### src/sv/grc_pkg.sv
// ---------------------------------------------------------------------------
// grc_pkg: shared types and constants for the grid ray cast scanner
// Fixed-point constants, command format and the CORDIC angle table.
// ---------------------------------------------------------------------------
`timescale 1ns / 1ps
`default_nettype none

package grc_pkg;

    localparam int MAX_CELLS_DEF = 65536;
    localparam int RAY_COUNT_DEF = 32;

    localparam int QDEPTH = 4;
    localparam int QAW    = 2;

    localparam logic [7:0] OCCUPIED = 8'd100;

    localparam logic signed [20:0] PI_Q16      = 21'sd205887;
    localparam logic signed [20:0] TWO_PI_Q16  = 21'sd411775;
    localparam logic signed [20:0] HALF_PI_Q16 = 21'sd102944;
    localparam logic signed [20:0] STEP_Q16    = 21'sd13107;

    localparam int          CORDIC_STEPS = 24;
    localparam logic [4:0]  CORDIC_LAST  = 5'd23;
    localparam logic signed [33:0] CORDIC_GAIN = 34'sd652032874;

    // configuration register indexes
    localparam logic [2:0] CFG_WIDTH   = 3'd0;
    localparam logic [2:0] CFG_HEIGHT  = 3'd1;
    localparam logic [2:0] CFG_CELL    = 3'd2;
    localparam logic [2:0] CFG_POSE_X  = 3'd3;
    localparam logic [2:0] CFG_POSE_Y  = 3'd4;
    localparam logic [2:0] CFG_HEADING = 3'd5;

    typedef struct packed {
        logic        scan;
        logic        load_ok;
        logic [15:0] index;
        logic [7:0]  value;
    } t_cmd;

    function automatic logic [31:0] atan_q30(input logic [4:0] i);
        logic [31:0] v;
        case (i)
            5'd0:    v = 32'd843314857;
            5'd1:    v = 32'd497837829;
            5'd2:    v = 32'd263043837;
            5'd3:    v = 32'd133525159;
            5'd4:    v = 32'd67021687;
            5'd5:    v = 32'd33543516;
            5'd6:    v = 32'd16775851;
            5'd7:    v = 32'd8388437;
            5'd8:    v = 32'd4194283;
            5'd9:    v = 32'd2097149;
            default: v = 32'd1 << (5'd30 - i);
        endcase
        return v;
    endfunction

endpackage

`default_nettype wire

### src/sv/grc_in_if.sv
// ---------------------------------------------------------------------------
// grc_in_if: input item channel
// Valid/ready channel carrying grid loads and scan requests.
// ---------------------------------------------------------------------------
`timescale 1ns / 1ps
`default_nettype none

interface grc_in_if;
    logic        valid;
    logic        ready;
    logic        kind;
    logic [15:0] cell_index;
    logic [7:0]  cell_value;

    modport source (output valid, kind, cell_index, cell_value, input ready);
    modport sink   (input valid, kind, cell_index, cell_value, output ready);
endinterface

`default_nettype wire

### src/sv/grc_front.sv
// ---------------------------------------------------------------------------
// grc_front: input acceptance and command queue
// Classifies items as scans or loads, flags in-range loads and queues them all.
// ---------------------------------------------------------------------------
`timescale 1ns / 1ps
`default_nettype none

module grc_front #(
    parameter int MAX_CELLS = grc_pkg::MAX_CELLS_DEF
) (
    input  wire logic          i_clk,
    input  wire logic          i_rst_n,
    grc_in_if.sink             i_in,
    output logic               o_cmd_valid,
    output grc_pkg::t_cmd      o_cmd,
    input  wire logic          i_cmd_pop
);

    grc_pkg::t_cmd           r_q [grc_pkg::QDEPTH];
    logic [grc_pkg::QAW-1:0] r_wr;
    logic [grc_pkg::QAW-1:0] r_rd;
    logic [grc_pkg::QAW:0]   r_cnt;
    logic [grc_pkg::QAW:0]   n_cnt;
    logic                    push;
    logic                    pop;
    grc_pkg::t_cmd           cmd_in;

    assign i_in.ready  = (r_cnt != grc_pkg::QAW'(0) + (grc_pkg::QAW+1)'(grc_pkg::QDEPTH));
    assign push        = i_in.valid && i_in.ready;
    assign o_cmd_valid = (r_cnt != '0);
    assign pop         = i_cmd_pop && o_cmd_valid;
    assign o_cmd       = r_q[r_rd];

    always_comb begin
        cmd_in.scan    = i_in.kind;
        cmd_in.load_ok = !i_in.kind && (32'(i_in.cell_index) < 32'(MAX_CELLS));
        cmd_in.index   = i_in.cell_index;
        cmd_in.value   = i_in.cell_value;
        n_cnt = r_cnt + (grc_pkg::QAW+1)'(push) - (grc_pkg::QAW+1)'(pop);
    end

    always_ff @(posedge i_clk) begin
        if (push) begin
            r_q[r_wr] <= cmd_in;
        end
        if (!i_rst_n) begin
            r_wr  <= '0;
            r_rd  <= '0;
            r_cnt <= '0;
        end else begin
            if (push) begin
                r_wr <= r_wr + 1'b1;
            end
            if (pop) begin
                r_rd <= r_rd + 1'b1;
            end
            r_cnt <= n_cnt;
        end
    end

endmodule

`default_nettype wire

### src/flat_wrapper.sv
// flat-port wrapper written by rule: the top's interface ports become plain ports
module grc_front_flat 
#(
    parameter int MAX_CELLS = grc_pkg::MAX_CELLS_DEF
)
  (i_clk, i_rst_n, o_cmd_valid, o_cmd, i_cmd_pop, i_in_valid, i_in_kind, i_in_cell_index, i_in_cell_value, i_in_ready);
  grc_in_if i_in_i ();
  input  wire logic i_clk;
  input  wire logic i_rst_n;
  output logic o_cmd_valid;
  output grc_pkg::t_cmd o_cmd;
  input  wire logic i_cmd_pop;
  input wire logic [$bits(i_in_i.valid)-1:0] i_in_valid;
  input wire logic [$bits(i_in_i.kind)-1:0] i_in_kind;
  input wire logic [$bits(i_in_i.cell_index)-1:0] i_in_cell_index;
  input wire logic [$bits(i_in_i.cell_value)-1:0] i_in_cell_value;
  output wire logic [$bits(i_in_i.ready)-1:0] i_in_ready;
  assign i_in_i.valid = i_in_valid;
  assign i_in_i.kind = i_in_kind;
  assign i_in_i.cell_index = i_in_cell_index;
  assign i_in_i.cell_value = i_in_cell_value;
  assign i_in_ready = i_in_i.ready;
  grc_front #(.MAX_CELLS(MAX_CELLS)) u_core (.i_clk(i_clk), .i_rst_n(i_rst_n), .i_in(i_in_i), .o_cmd_valid(o_cmd_valid), .o_cmd(o_cmd), .i_cmd_pop(i_cmd_pop));
endmodule
### config.mk
export PLATFORM = sky130hd
export DESIGN_NAME = grc_front_flat
export DESIGN_NICKNAME = d
export VERILOG_FILES = /design/src/sv/grc_pkg.sv /design/src/sv/grc_in_if.sv /design/src/sv/grc_front.sv /design/src/flat_wrapper.sv
export SDC_FILE = /design/constraint.sdc
export NUM_CORES = 1
export LEC_CHECK = 0
export BUFFER_PORTS_ARGS = -buffer_cell sky130_fd_sc_hd__buf_4
export CAP_MARGIN = 30
export CORE_ASPECT_RATIO = 1.1
export CORE_MARGIN = 2
export CORE_UTILIZATION = 45
export DETAILED_ROUTE_END_ITERATION = 8
export PLACE_DENSITY = 0.65
export SYNTH_ARGS = -nofsm -noshare
export SYNTH_HDL_FRONTEND = slang
export SYNTH_SLANG_ARGS = --single-unit
### constraint.sdc
create_clock -name i_clk -period 2.6 [get_ports i_clk]
set_input_delay 0.13 -clock i_clk [delete_from_list [all_inputs] [get_ports i_clk]]
set_output_delay 0.13 -clock i_clk [all_outputs]
set_load 0.02 [all_outputs]
==> results.cfg <==
[status]
run_status = finished clean

[die]
initial_utilization_pct = 46.0
io_pins = 57
fp.coreArea_mm2 = 0.00931
die_height_um = 106
floorplan.rows = 37
die_w_um = 97.0
dieArea_mm2 = 0.0103

[yosys]
synth_mux_area_share_pct = 14.7
syn_area_per_cell_um2 = 23.1
synthXorXnorAreaFrac_pct = 0.818
synth_edf_count = 104
synth_fp_nets = 221
ys_seq_area_share_pct = 77.1
synthArstFlopShare_pct = 0
yosys_most_used_dff = edfxtp_1
synthDistinctLibCells = 22
yosysWarnings = 0
synth_seq_cells = 113
synth-simple-area-share_pct = 2.13
synth_top_family_by_area = multiplexers
synth_adder_area_share_pct = 2.22
synth-compound-area-share_pct = 0.847
syn_area_mm2 = 0.00428
synthCells = 185

[routing]
wl_per_cell_um = 16.9
wl_met2_um = 3560
detail_route.wirelength_um = 7020
drt-initial-drc-count = 88
vias = 2070
met3_length_um = 276
drt_first_pass_iters = 4
drt_drc_violations_left = 0
highest_layer = met4
ant_nets = 0
wl_met1_um = 3130
routed_via_density = 4.99

[clocking]
cts_max_level = 4
clkSinkCount = 113
cts_root_buf = clkbuf_8
cts_tree = done
cts_buffer_depth = 2
clk_pin_slew_worst_paths_ns = 0.05
cts_resized = 0
clk-insertion-delay-late_ns = 0.49
cts_inserted_buffers = 17
cts_setup_buffers = 0

[pwr]
peakVddDrop_mv = 0.474
p_leak_nw = 2.00
p_per_area_mw_per_mm2 = 1040
p_total_w = 0.00587

[worst_setup_path]
worst-setup-path-type = reg -> reg
required_ns = 2.99
cpPeakStageDelay_ns = 0.38
critPathCaptureType = register
worstPathMaxFanout = 6
slowest_stage = dfxtp_1
critPathArrivalTime_ns = 2.55
crit_path_start_kind = register
path_cells = o31a_1 > ha_1 > inv_1 > ha_1 > inv_1 > fa_1 > xnor2_1 > xnor2_1 > and2_1

[job]
max_cap_violations = 0

[sta]
fin_hold_ws_ns = 0.101
tightestPinTransition_ns = 0.408
finalCritPeriodShare_pct = 83.2
fin_crit_ns = 2.16
skew_ns = 0.00551
final_hold_viol_count = 0
max_freq_mhz = 462
tns_ns = 0
rsz0062_at_grt = false
relSlewSlack_pct = 72.8
drv_slew = 0
finalSetupViolations = 0

[layout]
drive_gt1_share_pct = 37.6
fin_area_mm2 = 0.00566
final_nets = 321
antenna_cells = 0
final_cell_mix = edfxtp_1, buf_4, dlygate4sd3_1
layout_commonest_cell = edfxtp_1
syn_to_final_growth_pct = 32.3

[placement]
dpl_cell_area_mm2 = 0.00484
globalplace.congestion = 0.648
io_buffers = 56
hpwl_um = 4040

[global_route]
antenna_found_initial = 0
grt_max_degree = 27
grt_usage_pct = 14.7
grt_pass1_wl_um = 11200
grt_overflow_total = 0
grt_pass1_vias = 2181

[min_path]
holdCritPathClass = in -> reg
[cell families (layout without fill, tap and decap cells)]
kind of cell	Yosys count	in the layout
simple gates	17	17
compound gates	3	3
fa+ha+maj	7	7
buf+inv	13	126
xor+xnor	4	4
flops	113	113
mux	28	28
[Yosys cell counts, types with 2 or more instances]
cell type  instances  share of area, %
edfxtp_1         104                73
dfxtp_1            9               4.2
mux4_2            20                11
nand2_1            5              0.44
mux4_1             6               3.7
buf_12             2              0.94
inv_1              6              0.53
and2_1             7               1.0
buf_2              2              0.23
ha_1               6               1.8
mux2i_1            2              0.47
xnor2_1            4              0.82
nor2b_1            3              0.44
[critical path: cells and delay by family, from the launching register on]
kind / cells / cell delay, ns
fa+ha+maj: 3 / 0.79
simple gates: 1 / 0.15
flops: 1 / 0.38
buf+inv: 2 / 0.11
compound gates: 1 / 0.36
xor+xnor: 2 / 0.27
[state kept, by name, indices dropped and copies added, names as in the netlist, named ones only]
register / flops
u_core.r_cnt: 3
u_core.r_q: 104
u_core.r_rd: 2
u_core.r_wr: 2
[path summary, 6_finish.rpt]
kind,to,start,slack (ns),depth (start not counted)
max,u_core.r_cnt[2],u_core.r_cnt[1],0.44,9
min reg2reg,u_core.r_wr[1],u_core.r_wr[1],0.50,2
min,u_core.r_rd[1],i_cmd_pop,0.10,4
max reg2reg,u_core.r_cnt[2],u_core.r_cnt[1],0.44,9
[where the power goes]
part,internal [W],switching [W],leakage [nW],total (W)
clock,0.00144,0.000733,0.270,0.00217
combinational,0.000695,0.000711,0.707,0.00141
sequential,0.00222,0.0000835,1.03,0.00230
[final cells by class]
cell class | count | area (um2)
fill | 671 | 3640
tap | 117 | 146
clock buffer | 19 | 422
multi-input combinational | 59 | 886
timing repair buffer | 88 | 738
inverter | 6 | 22.5
clock inverter | 13 | 144
sequential | 113 | 3300
[stage by stage]
step | utilization (%) | std cells | setup WS [ns]
final | 60.9 | 415 | 0.437
after floorplan | - | 185 | 0.533
after detailed placement | 52.0 | 357 | 0.431
after global placement | 52.0 | 357 | 0.484
after CTS | 60.9 | 415 | 0.422
after global routing | 60.9 | 415 | 0.337
[metal layers]
| layer | GRT usage [%] | vias to the layer above |
|---|---|---|
| li1 | - | 958 |
| met1 | 18.6 | 1063 |
| met2 | 23.7 | 44 |
| met3 | 5.19 | 5 |
| met4 | 5.43 | 0 |
| met5 | 0 | - |
[timing repair]
action                     in CTS  in global routing
hold endpoints to repair      113                  0
setup endpoints to repair       0                  0
hold buffers                   26                  0
(Power assumes the default switching activity.)
